<file path="config.mk">
export PLATFORM = sky130hd
export DESIGN_NAME = dfsc_ctrl
export DESIGN_NICKNAME = d
export VERILOG_FILES = /design/src/hw/rtl/dfsc_pkg.sv /design/src/hw/rtl/dfsc_ctrl.sv
export SDC_FILE = /design/constraint.sdc
export NUM_CORES = 1
export LEC_CHECK = 0
export ABC_CLOCK_PERIOD_IN_PS = 1130
export BUFFER_PORTS_ARGS = -buffer_cell sky130_fd_sc_hd__buf_4
export CAP_MARGIN = 30
export CORE_AREA = 5 5 42 44
export CTS_CLUSTER_DIAMETER = 40
export CTS_CLUSTER_SIZE = 40
export DETAILED_ROUTE_END_ITERATION = 8
export DIE_AREA = 0 0 47 49
export HOLD_SLACK_MARGIN = 0.03
export PLACE_DENSITY = 0.3
export REMOVE_ABC_BUFFERS = 1
export SKIP_LAST_GASP = 1
export SLEW_MARGIN = 20
export SYNTH_ARGS = -nofsm -noshare
export SYNTH_HDL_FRONTEND = slang
export SYNTH_SLANG_ARGS = --single-unit
</file>
<file path="constraint.sdc">
create_clock -name clk_i -period 1.13 [get_ports clk_i]
set_input_delay 0.1695 -clock clk_i [delete_from_list [all_inputs] [get_ports clk_i]]
set_output_delay 0.1695 -clock clk_i [all_outputs]
set_load 0.005 [all_outputs]
</file>
<file path="src/hw/rtl/dfsc_pkg.sv">
package dfsc_pkg;

  localparam int unsigned MaxRows  = 512;
  localparam int unsigned MaxCols  = 512;
  localparam int unsigned WinSide  = 20;
  localparam int unsigned WinHalf  = 10;
  localparam int unsigned WinSize  = 400;
  localparam int unsigned RankLo   = 200;
  localparam int unsigned RankHi   = 300;
  localparam int unsigned RankCnt  = 100;
  localparam int unsigned WinAw    = $clog2(WinSize);
  localparam int unsigned PosW     = 13;

  localparam logic [1:0] RegRows   = 2'd0;
  localparam logic [1:0] RegCols   = 2'd1;
  localparam logic [1:0] RegRadius = 2'd2;

  typedef struct packed {
    logic        func;
    logic [15:0] depth_in;
  } in_req_t;

  typedef struct packed {
    logic [15:0] value_out;
    logic        is_nose_estimate;
    logic        last_pixel;
  } out_req_t;

  // Controller to datapath commands.
  typedef struct packed {
    logic pix_step;     // process the held pixel
    logic cnt_clear;    // clear rank counter / accumulators
    logic scan_step;    // one step of the rank scan
    logic nose_load;    // latch finished average as nose
  } dp_cmd_t;

  // Datapath to controller status.
  typedef struct packed {
    logic frame_end;
    logic scan_done;
  } dp_sts_t;

endpackage

</file>
<file path="src/hw/rtl/dfsc_ctrl.sv">
module dfsc_ctrl (
  input  logic              clk_i,
  input  logic              rst_ni,
  input  logic              in_valid_i,
  output logic              in_ready_o,
  input  logic              in_func_i,
  input  logic              out_busy_i,
  output logic              emit_o,
  input  dfsc_pkg::dp_sts_t sts_i,
  output dfsc_pkg::dp_cmd_t cmd_o
);
  import dfsc_pkg::*;

  typedef enum logic [1:0] {StIdle, StScan, StNose} state_e;
  state_e state_q;

  logic take;
  assign in_ready_o = (state_q == StIdle) && !out_busy_i;
  assign take = in_valid_i && in_ready_o;

  always_comb begin
    cmd_o = '0;
    emit_o = 1'b0;
    unique case (state_q)
      StIdle: begin
        cmd_o.pix_step = take;
        cmd_o.cnt_clear = take;
        emit_o = take && in_func_i;
      end
      StScan: cmd_o.scan_step = 1'b1;
      StNose: begin
        // The nose result waits until the output register is free.
        cmd_o.nose_load = !out_busy_i;
        emit_o = !out_busy_i;
      end
      default: ;
    endcase
  end

  always_ff @(posedge clk_i or negedge rst_ni) begin
    if (!rst_ni) begin
      state_q <= StIdle;
    end else begin
      unique case (state_q)
        StIdle: if (take && !in_func_i && sts_i.frame_end) state_q <= StScan;
        StScan: if (sts_i.scan_done) state_q <= StNose;
        StNose: if (!out_busy_i) state_q <= StIdle;
        default: state_q <= StIdle;
      endcase
    end
  end

  a_emit_ready: assert property (@(posedge clk_i) disable iff (!rst_ni)
    emit_o |-> !out_busy_i) else $error("emit while output full");
  a_nose_after_scan: assert property (@(posedge clk_i) disable iff (!rst_ni)
    (state_q == StNose) |-> $past(state_q != StIdle)) else $error("bad nose entry");
  a_no_take_busy: assert property (@(posedge clk_i) disable iff (!rst_ni)
    (state_q != StIdle) |-> !in_ready_o) else $error("ready during scan");

endmodule

</file>
==> results of run 1 <==
[power by group through the flow]
stage	combinational (mW)	clock [mW]	sequential, mW
4_1_cts	0.114	0.172	0.0840
5_1_grt	0.130	0.183	0.0855
3_5_place_dp	0.0915	0	0.0846
2_1_floorplan	0.0255	0	0.0847
3_3_place_gp	0.0916	0	0.0846
6_report	0.120	0.161	0.0849
[placed cells by master (no fill, tap or decap)]
master          n
o2bb2ai_1       1
nor4b_4         1
a31o_1          1
dfrtp_2         1
nor3b_2         1
dlygate4sd3_1   1
a32o_2          1
nand2_1         1
buf_4          12
clkbuf_4        3
buf_6           7
dfrtp_1         1
nor3_2          1
inv_1           3
nor2b_4         1
[per-layer routing]
| layer | part of all wire [%] | GRT usage [%] | vias to the layer above |
|---|---|---|---|
| li1 | - | - | 94 |
| met1 | 37 | 5.92 | 84 |
| met2 | 45 | 7.01 | 13 |
| met3 | 18 | 3.32 | 0 |
| met4 | 0 | 6.91 | 0 |
| met5 | 0 | 0 | - |
[worst min path at each step]
stage / startpoint / endpoint / cells past startpoint
after floorplan: rst_ni / state_q[0] / 0
after global placement: rst_ni / state_q[1] / 1
after detailed placement: rst_ni / state_q[0] / 1
after CTS: sts_i[0] / state_q[1] / 2
after global routing: sts_i[0] / state_q[1] / 2
final: sts_i[0] / state_q[1] / 2
[cell type report]
class                   count  area, um2  share of cell area (%)
well taps                  16       20.0                    5.32
clock buffers               3       22.5                    5.98
multi-input cells           8       92.6                    24.6
repair buffers             20        179                    47.5
flip-flops and latches      2       51.3                    13.6
inverters                   3       11.3                    2.99
[through the flow]
stage	power (mW)	utilization [%]	hold WS (ns)	instance area, um2
floorplan	0.110	-	-0.126	136
finish	0.366	26.9	0.172	377
global route	0.398	26.9	0.164	377
detailed placement	0.176	20.3	-0.0461	284
global placement	0.176	20.3	-0.0446	284
CTS	0.370	25.6	0.166	359
[cells by family (layout without fill, tap and decap cells)]
logic type | count (synthesis) | in the layout
AO/OA/AOI/OAI | 3 | 3
flip-flops | 2 | 2
buffers and inverters | 4 | 26
AND/OR/NAND/NOR | 5 | 5
[repair_timing]
item / in CTS / in global routing
resized for setup: 7 / 6
setup buffers: 3 / 1
pin swaps: 4 / 2
hold endpoints to repair: 2 / 0
hold buffers: 1 / 0
cloned: 0 / 0
endpoints found under the setup margin: 7 / 7
==> results.env, run 1 <==
DPL.CELL_COUNT=46
FINALCRITICALPERIOD_NS=1.41
POWER-PER-CELL-AREA_nW_PER_UM2=972
TIMING.CRITICAL_PATH.TO='cmd_o[1]'
MAIN_COMBINATIONAL_CELL_FAMILY_BY_AREA_AFTER_SYNTHESIS='simple AND/OR/NAND/NOR gates'
CLK_LATENCY_NS=0.23
SYNTH_FLOP_CELL='dfrtp_1'
CORE_AREA_UM2=1400
FLOORPLAN.IO_PINS=13
WORSTPATHMAXFANOUT=3
SYNTH_WARNINGS=0
NFILLCELLS=166
PORT-BUFFER-COUNT=12
STATUS='finished with violations'
FINALHOLDVIOLATIONS=0
FRACTION_OF_LAYOUT_INSTANCES_USING_A_DRIVE_STRENGTH_ABOVE_1_PCT=77.8
FINAL_ESTIMATED_ROUTING_CONGESTION_IN_GLOBAL_PLACEMENT=0.658
WORST_SETUP_HOLD_PATH_CLK_SLEW_NS=0.03
WL_UM=551
POST_SYNTH_XOR_AREA_FRACTION_PCT=0
PLACE_WORST_SETUP_SLACK_NS=-0.0825
SYNTH.CELLS.MOST_FREQUENT='3 x inv_1, 2 x dfrtp_1'
LAUNCH_POINT_OF_THE_WORST_REG_TO_REG_PATH='state_q[1]'
CRITICAL_PATH.TOP_DELAY_FAMILY='buffers and inverters'
CTS_INSERTED_BUFFERS=3
LARGESTREGISTERS='state_q (2)'
CLOCKPOWERSHARE_PCT=44.0
SYNTH_COMPOUND_GATE_AREA_SHARE_PCT=20.0
FINAL_ANTENNA_NET_COUNT=0
DRC_ERRORS=0
GRT_FIRST_PASS_WIRELENGTH_UM=883
AREA_GROWTH_PCT=162
GRT_SETUP_UNREPAIRED='true'
CRIT_REQUIRED_NS=0.96
CRITPATHBUFINV=4
R2R_END='state_q[0]'
WORST_SLEW_PIN_SLEW_NS=0.255
GRT_PASS1_VIAS=215
SYNTHESIZED_AREA_UM2=144
DETAILROUTE.VIA_COUNT=191
POST_DRT_VIA_CELL_RATIO=3.67
COMBINATIONALPOWERSHARE_PCT=32.9
CRIT_PATH_FREQUENT_CELL='buf_6'
SYNTH.TOP_CELL.AREA_SHARE_PCT=34.8
SUMMED_NEGATIVE_SETUP_SLACK_OVER_ALL_ENDPOINTS_NS=-1.29
ASYNC_FLOP_SHARE_PCT=100
POST_SYNTH.CELL_AREA_AVG_UM2=10.3
SYNTH_CELL_TYPE_COUNT=11
MIN_PERIOD_OVER_PERIOD_PCT=125
IRDROPWORSTVDD_uV=289
REGTOREGSETUPSLACK_NS=0.02
FLIP_FLOP_COUNT_OF_THE_LARGEST_REGISTER_ALL_COPIES_AND_WORDS_ADDED=2
WORSTREGTOREGCELLS=5
POSTLAYOUTSETUPSLACKWORST_NS=-0.280
CRITICAL_PATH.ENDPOINT_TYPE='primary output'
GRT.TOTAL_USAGE_PCT=5.77
TIMING.FMAX_MHz=709
GLOBAL_ROUTE.OVERFLOW_TOTAL=0
TIMING.SETUP.CRITICAL_PATH_CLASS='flop to primary output'
CTS_MAX_LEVEL=1
DETAIL_ROUTE.FIRST_PASS.ITERATIONS=4
SYNTH_LARGEST_AREA_CELL='dfrtp_1'
FINAL-INSTANCE-COUNT-EXCL-FILL=52
SYNTH.FF_LATCH_COUNT=2
FIRST_ITER_VIOLATIONS=3
SYNTH_TOP_CELLS_BY_AREA='dfrtp_1 35%, nor4b_4 17%, a32o_2 7.8%, inv_1 7.8%, a31o_1 6.1%'
SYNTH_MUX_AREA_SHARE_PCT=0
MIN-DELAY-PATH-CLASS='input pin to flop'
TIMING.CRITICAL_PATH.CELLS='buf_4, buf_6, buf_6, nor2b_4, buf_6'
TIMING.CRITICAL_PATH.FROM_TYPE='flop'
POWER_SWITCHING_uW=89.4
ANTENNA_CELLS_INSERTED=0
CP_SLOWEST_STAGE_DELAY_NS=0.40
ANTENNA_FOUND_INITIAL=0
SYN-INSTANCE-COUNT=14
CLOCKBUFFERDEPTH=2
SYNTH_SEQ_AREA_SHARE_PCT=34.8
CRIT_PATH_START='state_q[1]'
FLOORPLAN.ROWS=14
FINAL_MAX_SLEW_VIOL_COUNT=0
CELLLEAKAGEPOWER_nW=0.193
CTS.ROOT.BUFFER_CELL='clkbuf_4'
FLOORPLAN.DIE.WIDTH_UM=47
FP.DIEH_UM=49
TIMING.CRITICAL_PATH.SLOWEST_STAGE_CELL='dfrtp_1'
SYNTH_ADDER_AREA_SHARE_PCT=0
CTS_TREE='yes'
ROUTE.DETAILED.WL_PER_INST_UM=10.6
PLACE_HPWL_UM=418
SHARE_SEQ_OF_TOTAL_POWER_PCT=23.2
GRT_MAX_DEGREE=5
POST_ROUTE_CLOCK_SKEW_NS=0.00379
INTERNAL-POWER_uW=277
LARGEST_REGISTER_BY_FLOP_COUNT='state_q'
DIE_AR_UM2=2300
POST-SYNTH-TOP-COUNT-CELL='inv_1'
WORST-PATH-STAGES=5
START_UTIL_PCT=10.3
SETUP_VIOL_COUNT_FINAL=6
FAILED_CHECKS='setup timing'
LAYOUT.NETS=45
WORST_PATH_ARRIVAL_NS=1.24
TIMING.MAX_CAP.VIOLATIONS=0
POST_SYNTH_AND_OR_NAND_NOR_AREA_FRACTION_PCT=32.2
SWITCHING_SHARE_PCT=24.4
SYNTH_ENABLE_FLOP_CELLS=0
CTS.SINKS=2
SLEW-LIMIT-HEADROOM_PCT=83.0
Power figures use the tool's default switching activity.
==> inputs of run 2 (changes only) <==
--- a/config.mk
+++ b/config.mk
@@ -5,7 +5,7 @@
 export SDC_FILE = /design/constraint.sdc
 export NUM_CORES = 1
 export LEC_CHECK = 0
-export ABC_CLOCK_PERIOD_IN_PS = 1130
+export ABC_CLOCK_PERIOD_IN_PS = 1700
 export BUFFER_PORTS_ARGS = -buffer_cell sky130_fd_sc_hd__buf_4
 export CAP_MARGIN = 30
 export CORE_AREA = 5 5 42 44
@@ -17,7 +17,6 @@
 export PLACE_DENSITY = 0.3
 export REMOVE_ABC_BUFFERS = 1
 export SKIP_LAST_GASP = 1
-export SLEW_MARGIN = 20
 export SYNTH_ARGS = -nofsm -noshare
 export SYNTH_HDL_FRONTEND = slang
 export SYNTH_SLANG_ARGS = --single-unit
==> constraint.sdc (replaced) <==
create_clock -name clk_i -period 1.7 [get_ports clk_i]
set_input_delay 0.255 -clock clk_i [delete_from_list [all_inputs] [get_ports clk_i]]
set_output_delay 0.255 -clock clk_i [all_outputs]
set_load 0.005 [all_outputs]
==> run 2 against run 1 <==
  * The run now ends clean
  * Combinational power shrank 59%
  * Setup slack gained 0.35 ns
  * Critical path depth shrank 2
  * Clock power shrank 35%
  * Critical endpoint is now emit_o
==> results.env, run 2 (same netlist as run 1, synthesis figures left out) <==
FIRST_ITER_VIOLATIONS=6  # +3
MIN_PERIOD_OVER_PERIOD_PCT=95.7
POST_CTS_HOLD_BUFFER_COUNT=1  # unchanged
HOLD_START='sts_i[0]'
CP_SLOWEST_STAGE_DELAY_NS=0.44  # +0.04 ns
TIMING.MAX_CAP.VIOLATIONS=0  # unchanged
DIE_AR_UM2=2300  # unchanged
FINAL_CORE_UTILIZATION_PCT=19.9  # -7.0 points
CRITPATHBUFINV=1  # -3
WORST_PATH_ARRIVAL_NS=1.37  # +0.13 ns
IRDROPWORSTVDD_uV=273  # -5.7%
LARGESTREGISTERS='state_q (2)'
ROUTE.DETAILED.WL_PER_INST_UM=10.5  # -0.59%
CTS_INSERTED_BUFFERS=3  # unchanged
DRC_ERRORS=0  # unchanged
CORE_AREA_UM2=1400  # unchanged
TIMING.SETUP.CRITICAL_PATH_CLASS='flop to primary output'
GROUTE.LAYER.MET3.USAGE_PCT=1.48  # -1.8 points
GRT_MOST_USED_LAYER='met2'
FINALHOLDVIOLATIONS=0  # unchanged
CTS.SINKS=2  # unchanged
MULTI_INPUT_GATE_AREA_UM2=75.1  # -19%
FLOORPLAN.DIE.WIDTH_UM=47  # unchanged
CLK_LATENCY_NS=0.22  # about the same
SUMMED_NEGATIVE_SETUP_SLACK_OVER_ALL_ENDPOINTS_NS=0  # +1.29 ns
FLOORPLAN.ROWS=14  # unchanged
GRT_SETUP_UNREPAIRED='false'
CELLLEAKAGEPOWER_nW=0.146  # -25%
SETUP_VIOL_COUNT_FINAL=0  # -6
CRIT_REQUIRED_NS=1.44  # +0.48 ns
GRTUSAGEMET1_PCT=5.93  # +0.013 points
LAUNCH_POINT_OF_THE_WORST_REG_TO_REG_PATH='state_q[0]'
FINAL_MAX_SLEW_VIOL_COUNT=0  # unchanged
CTS_SETUP_BUFFERS=0  # -3
LARGEST_REGISTER_BY_FLOP_COUNT='state_q'
PORT-BUFFER-COUNT=12  # unchanged
GRT.TOTAL_USAGE_PCT=4.93  # -0.84 points
DETAIL_ROUTE.FIRST_PASS.ITERATIONS=4  # unchanged
FINAL_ESTIMATED_ROUTING_CONGESTION_IN_GLOBAL_PLACEMENT=0.739  # +12%
AREA_GROWTH_PCT=93.9
GRT_MAX_DEGREE=7  # +2
TIMING.CRITICAL_PATH.CELLS='nor4b_4, a31o_1, buf_4'
CTS.ROOT.BUFFER_CELL='clkbuf_4'
FINAL_ANTENNA_NET_COUNT=0  # unchanged
DP_AREA_UM2=246  # -13%
TIMING.CRITICAL_PATH.SLOWEST_STAGE_CELL='dfrtp_1'
FINALINSTANCEAREA_UM2=279  # -26%
NFILLCELLS=167  # +0.60%
ANTENNA_FOUND_INITIAL=0  # unchanged
CRITICAL_PATH.ENDPOINT_TYPE='primary output'
ANTENNA_CELLS_INSERTED=0  # unchanged
CTS_TREE='yes'
CTS_MAX_LEVEL=1  # unchanged
MIN-DELAY-PATH-CLASS='input pin to flop'
POST_DRT_VIA_CELL_RATIO=3.69  # +0.43%
GRT_FIRST_PASS_WIRELENGTH_UM=807  # -8.6%
LAYOUT.NETS=38  # -16%
WORST_SLEW_PIN_SLEW_NS=0.327  # +0.0724 ns
WORSTPATHMAXFANOUT=6  # +3
WORST-PATH-STAGES=3  # -2
HOLD_PATH_DEPTH=2  # unchanged
AREA.SEQUENTIAL_UM2=50.0  # -2.4%
FRACTION_OF_LAYOUT_INSTANCES_USING_A_DRIVE_STRENGTH_ABOVE_1_PCT=58.6  # -19 points
CRITICAL_PATH.TOP_DELAY_FAMILY='flip-flops'
WORSTREGTOREGCELLS=2  # -3
FP.DIEH_UM=49  # unchanged
GRT.MET2_USAGE_PCT=6.11  # -0.90 points
FLOORPLAN.IO_PINS=13  # unchanged
FINALCRITICALPERIOD_NS=1.63
WL_UM=474  # -14%
TIMING.FMAX_MHz=615
GLOBAL_ROUTE.OVERFLOW_TOTAL=0  # unchanged
TIMING.CRITICAL_PATH.FROM_TYPE='flop'
FLIP_FLOP_COUNT_OF_THE_LARGEST_REGISTER_ALL_COPIES_AND_WORDS_ADDED=2  # unchanged
POWER-PER-CELL-AREA_nW_PER_UM2=752  # -23%
GRT_PASS1_VIAS=205  # -4.7%
CRIT_PATH_START='state_q[0]'
SLEW-LIMIT-HEADROOM_PCT=78.1  # -4.8 points
FINAL_COMMON_CELL='buf_4'
DETAILROUTE.VIA_COUNT=166  # -13%
CLOCKBUFFERDEPTH=2  # unchanged
START_UTIL_PCT=10.3  # unchanged
MOST-COMMON-LAYOUT-CELLS='12 x buf_4, 3 x inv_1, 3 x clkbuf_4'
STATUS='finished, final reports clean'
CTS.REPAIR.RESIZED=0  # -7
WORST_SETUP_HOLD_PATH_CLK_SLEW_NS=0.03  # about the same
POST_ROUTE_CLOCK_SKEW_NS=0.00182  # -0.00197 ns
run 2: cell types whose count changed in the layout (fill, tap and decap cells not counted), sizes merged:
cell / before / now
buf: 19 / 12
run 2: through the flow:
stage	total power, mW	setup slack (ns)	std cells	hold slack, ns
after floorplan	0.0733	0.448	13	-0.0406
after global placement	0.105	0.337	41	0.0377
after detailed placement	0.106	0.287	41	0.0385
after CTS	0.219	0.0407	45	0.264
after global routing	0.221	0.00924	45	0.288
final	0.210	0.0732	45	0.268
run 2: worst paths after layout:
path                              end  slack [ns]
setup / recovery               emit_o        0.07
hold / removal             state_q[1]        0.27
setup reg to reg           state_q[0]        0.58
hold reg to reg            state_q[1]        0.59
max in group asynchronous  state_q[1]        1.26
min in group asynchronous  state_q[0]        0.35
run 2: power breakdown:
group | total (mW) | switching (mW) | internal, mW
clock | 0.104 | 0.0262 | 0.0778
combinational | 0.0492 | 0.0174 | 0.0318
sequential | 0.0567 | 0.00559 | 0.0511
run 2: layout make-up:
cell class | count | share of cell area (%)
Clock buffer | 3 | 8.07
Multi-Input combinational cell | 8 | 26.9
Tap cell | 16 | 7.17
Sequential cell | 2 | 17.9
Inverter | 3 | 4.04
Timing Repair Buffer | 13 | 35.9
run 2: layer usage:
metal | part of all wire, % | vias to the layer above | wire length (um)
li1 | - | 79 | -
met1 | 43 | 74 | 205
met2 | 38 | 13 | 180
met3 | 19 | 0 | 88
met4 | 0 | 0 | 0
met5 | 0 | - | 0
==> inputs of run 3 (changes only) <==
--- a/config.mk
+++ b/config.mk
@@ -14,7 +14,6 @@
 export DETAILED_ROUTE_END_ITERATION = 8
 export DIE_AREA = 0 0 47 49
 export HOLD_SLACK_MARGIN = 0.03
-export PLACE_DENSITY = 0.3
 export REMOVE_ABC_BUFFERS = 1
 export SKIP_LAST_GASP = 1
 export SYNTH_ARGS = -nofsm -noshare
==> run 3 against run 2 <==
  * Critical path depth unchanged
  * Combinational power decreased by 3%
  * Clock power barely moved
  * Highest routed layer unchanged
  * Clock skew is 0.0011 ns lower
  * Fmax rose by 4.4%
==> results.env, run 3 (same netlist as run 1, synthesis figures left out) <==
WORST_SETUP_HOLD_PATH_CLK_SLEW_NS=0.03  # about the same
DIE_AR_UM2=2300  # unchanged
GRT_PASS1_VIAS=185  # -9.8%
SWITCHING_SHARE_PCT=22.7  # -0.69 points
PLACE_WORST_SETUP_SLACK_NS=0.354  # +0.0672 ns
WORSTREGTOREGCELLS=2  # unchanged
SUMMED_NEGATIVE_SETUP_SLACK_OVER_ALL_ENDPOINTS_NS=0  # unchanged
MIN_PERIOD_OVER_PERIOD_PCT=91.7  # -4.0 points
FLOORPLAN.IO_PINS=13  # unchanged
CP_SLOWEST_STAGE_DELAY_NS=0.43  # about the same
SETUP_VIOL_COUNT_FINAL=0  # unchanged
WORST_PATH_ARRIVAL_NS=1.30  # -0.07 ns
GRT_MAX_DEGREE=7  # unchanged
GRT_FIRST_PASS_WIRELENGTH_UM=607  # -25%
FINAL_ESTIMATED_ROUTING_CONGESTION_IN_GLOBAL_PLACEMENT=0.626  # -15%
FINAL_MAX_SLEW_VIOL_COUNT=0  # unchanged
CELLLEAKAGEPOWER_nW=0.146  # unchanged
WL_UM=374  # -21%
LARGESTREGISTERS='state_q (2)'
FLOORPLAN.ROWS=14  # unchanged
MIN-DELAY-PATH-CLASS='input pin to flop'
POST-LAYOUT-TOTAL-POWER_uW=208  # -0.93%
POST_DRT_VIA_CELL_RATIO=3.60  # -2.4%
FRACTION_OF_LAYOUT_INSTANCES_USING_A_DRIVE_STRENGTH_ABOVE_1_PCT=58.6  # unchanged
CTS_INSERTED_BUFFERS=3  # unchanged
INTERNAL-POWER_uW=161  # about the same
FINALCRITICALPERIOD_NS=1.56  # -0.0678 ns
CTS.SINKS=2  # unchanged
FINALHOLDVIOLATIONS=0  # unchanged
COMBINATIONALPOWERSHARE_PCT=23.0  # -0.4 points
LAYOUT.NETS=38  # unchanged
CORE_AREA_UM2=1400  # unchanged
POWER-PER-CELL-AREA_nW_PER_UM2=745  # -0.93%
CLK_LATENCY_NS=0.22  # about the same
TIMING.MAX_CAP.VIOLATIONS=0  # unchanged
WORSTPATHMAXFANOUT=6  # unchanged
CTS_SETUP_BUFFERS=0  # unchanged
DETAILROUTE.VIA_COUNT=162  # -2.4%
SHARE_SEQ_OF_TOTAL_POWER_PCT=27.2  # +0.2 points
CLOCKPOWERSHARE_PCT=49.9  # +0.3 points
TIMING.FMAX_MHz=641  # +4.4%
CRITICAL_PATH.ENDPOINT_TYPE='primary output'
IRDROPWORSTVDD_uV=162  # -40%
HOLD_PATH_DEPTH=2  # unchanged
TIMING.SETUP.CRITICAL_PATH_CLASS='flop to primary output'
ROUTE.DETAILED.WL_PER_INST_UM=8.31  # -21%
FINAL_ANTENNA_NET_COUNT=0  # unchanged
PORT-BUFFER-COUNT=12  # unchanged
CRIT_REQUIRED_NS=1.44  # about the same
CTS_MAX_LEVEL=1  # unchanged
START_UTIL_PCT=10.3  # unchanged
FLOORPLAN.DIE.WIDTH_UM=47  # unchanged
FINAL_COMMON_CELL='buf_4'
LARGEST_REGISTER_BY_FLOP_COUNT='state_q'
FLIP_FLOP_COUNT_OF_THE_LARGEST_REGISTER_ALL_COPIES_AND_WORDS_ADDED=2  # unchanged
FIRST_ITER_VIOLATIONS=0  # -6
SLEW-LIMIT-HEADROOM_PCT=81.6  # +3.5 points
GRT.TOTAL_USAGE_PCT=4.23  # -0.70 points
TIMING.CRITICAL_PATH.FROM_TYPE='flop'
CTS_TREE='yes'
WORST_SLEW_PIN_SLEW_NS=0.275  # -0.0520 ns
POST_ROUTE_CLOCK_SKEW_NS=0.000704  # -0.00112 ns
POSTLAYOUTSETUPSLACKWORST_NS=0.141  # +0.0678 ns
CTS.ROOT.BUFFER_CELL='clkbuf_4'
TIMING.CRITICAL_PATH.CELLS='nor4b_4, a31o_1, buf_4'
FP.DIEH_UM=49  # unchanged
POWER_SWITCHING_uW=47.2  # -3.8%
ANTENNA_CELLS_INSERTED=0  # unchanged
STATUS='finished, final reports clean'
ANTENNA_FOUND_INITIAL=0  # unchanged
DRC_ERRORS=0  # unchanged
GRT_SETUP_UNREPAIRED='false'
DETAIL_ROUTE.FIRST_PASS.ITERATIONS=1  # -3
CLOCKBUFFERDEPTH=2  # unchanged
MOST-COMMON-LAYOUT-CELLS='12 x buf_4, 3 x inv_1, 3 x clkbuf_4'
TIMING.CRITICAL_PATH.SLOWEST_STAGE_CELL='dfrtp_1'
GLOBAL_ROUTE.OVERFLOW_TOTAL=0  # unchanged
AREA_GROWTH_PCT=93.9  # unchanged
## run 3: cell counts in the layout (fill, tap and decap cells not counted)
No cell type changed its count.
## run 3: final timing paths
path | from | to | slack (ns)
max in group asynchronous | rst_ni | state_q[0] | 1.25
setup reg to reg | state_q[0] | state_q[0] | 0.62
hold / removal | sts_i[0] | state_q[1] | 0.26
min in group asynchronous | rst_ni | state_q[1] | 0.36
hold reg to reg | state_q[0] | state_q[1] | 0.58
setup / recovery | state_q[0] | emit_o | 0.14
## run 3: repair_timing
| item | in CTS | in global routing |
|---|---|---|
| resized for setup | 0 | 0 |
| endpoints found under the hold margin | 2 | 0 |
| hold buffers | 1 | 0 |
## run 3: final cells by class
class | instances | area (um2)
Multi-Input combinational cell | 8 | 75.1
Inverter | 3 | 11.3
Sequential cell | 2 | 50.0
Clock buffer | 3 | 22.5
Fill cell | 164 | 1120
Timing Repair Buffer | 13 | 100
Tap cell | 16 | 20.0
## run 3: metrics by stage
stage / util, % / area, um2 / hold WS [ns] / instances
after detailed placement: 17.6 / 246 / 0.0377 / 41
final: 19.9 / 279 / 0.261 / 45
after floorplan: - / 136 / -0.0406 / 13
after global placement: 17.6 / 246 / 0.0379 / 41
after CTS: 19.9 / 279 / 0.256 / 45
after global routing: 19.9 / 279 / 0.261 / 45
## run 3: worst max-delay path, delay by kind of cell (launching register included)
family,cells,cell delay [ns]
AND/OR/NAND/NOR,1,0.36
flip-flops,1,0.43
buffers and inverters,1,0.10
AO/OA/AOI/OAI,1,0.18
## run 3: power by group through the flow
| stage | sequential [mW] | combinational (mW) | clock [mW] |
|---|---|---|---|
| floorplan | 0.0563 | 0.0170 | 0 |
| global placement | 0.0572 | 0.0471 | 0 |
| detailed placement | 0.0570 | 0.0472 | 0 |
| CTS | 0.0565 | 0.0492 | 0.110 |
| global route | 0.0569 | 0.0534 | 0.118 |
| finish | 0.0565 | 0.0478 | 0.104 |
## run 3: metal layers
layer | GRT usage (%) | vias to the layer above | routed length (um) | share of wire (%)
li1 | - | 81 | - | -
met1 | 3.08 | 74 | 124 | 33
met2 | 5.66 | 7 | 204 | 55
met3 | 2.21 | 0 | 44 | 12
met4 | 6.91 | 0 | 0 | 0
met5 | 0 | - | 0 | 0
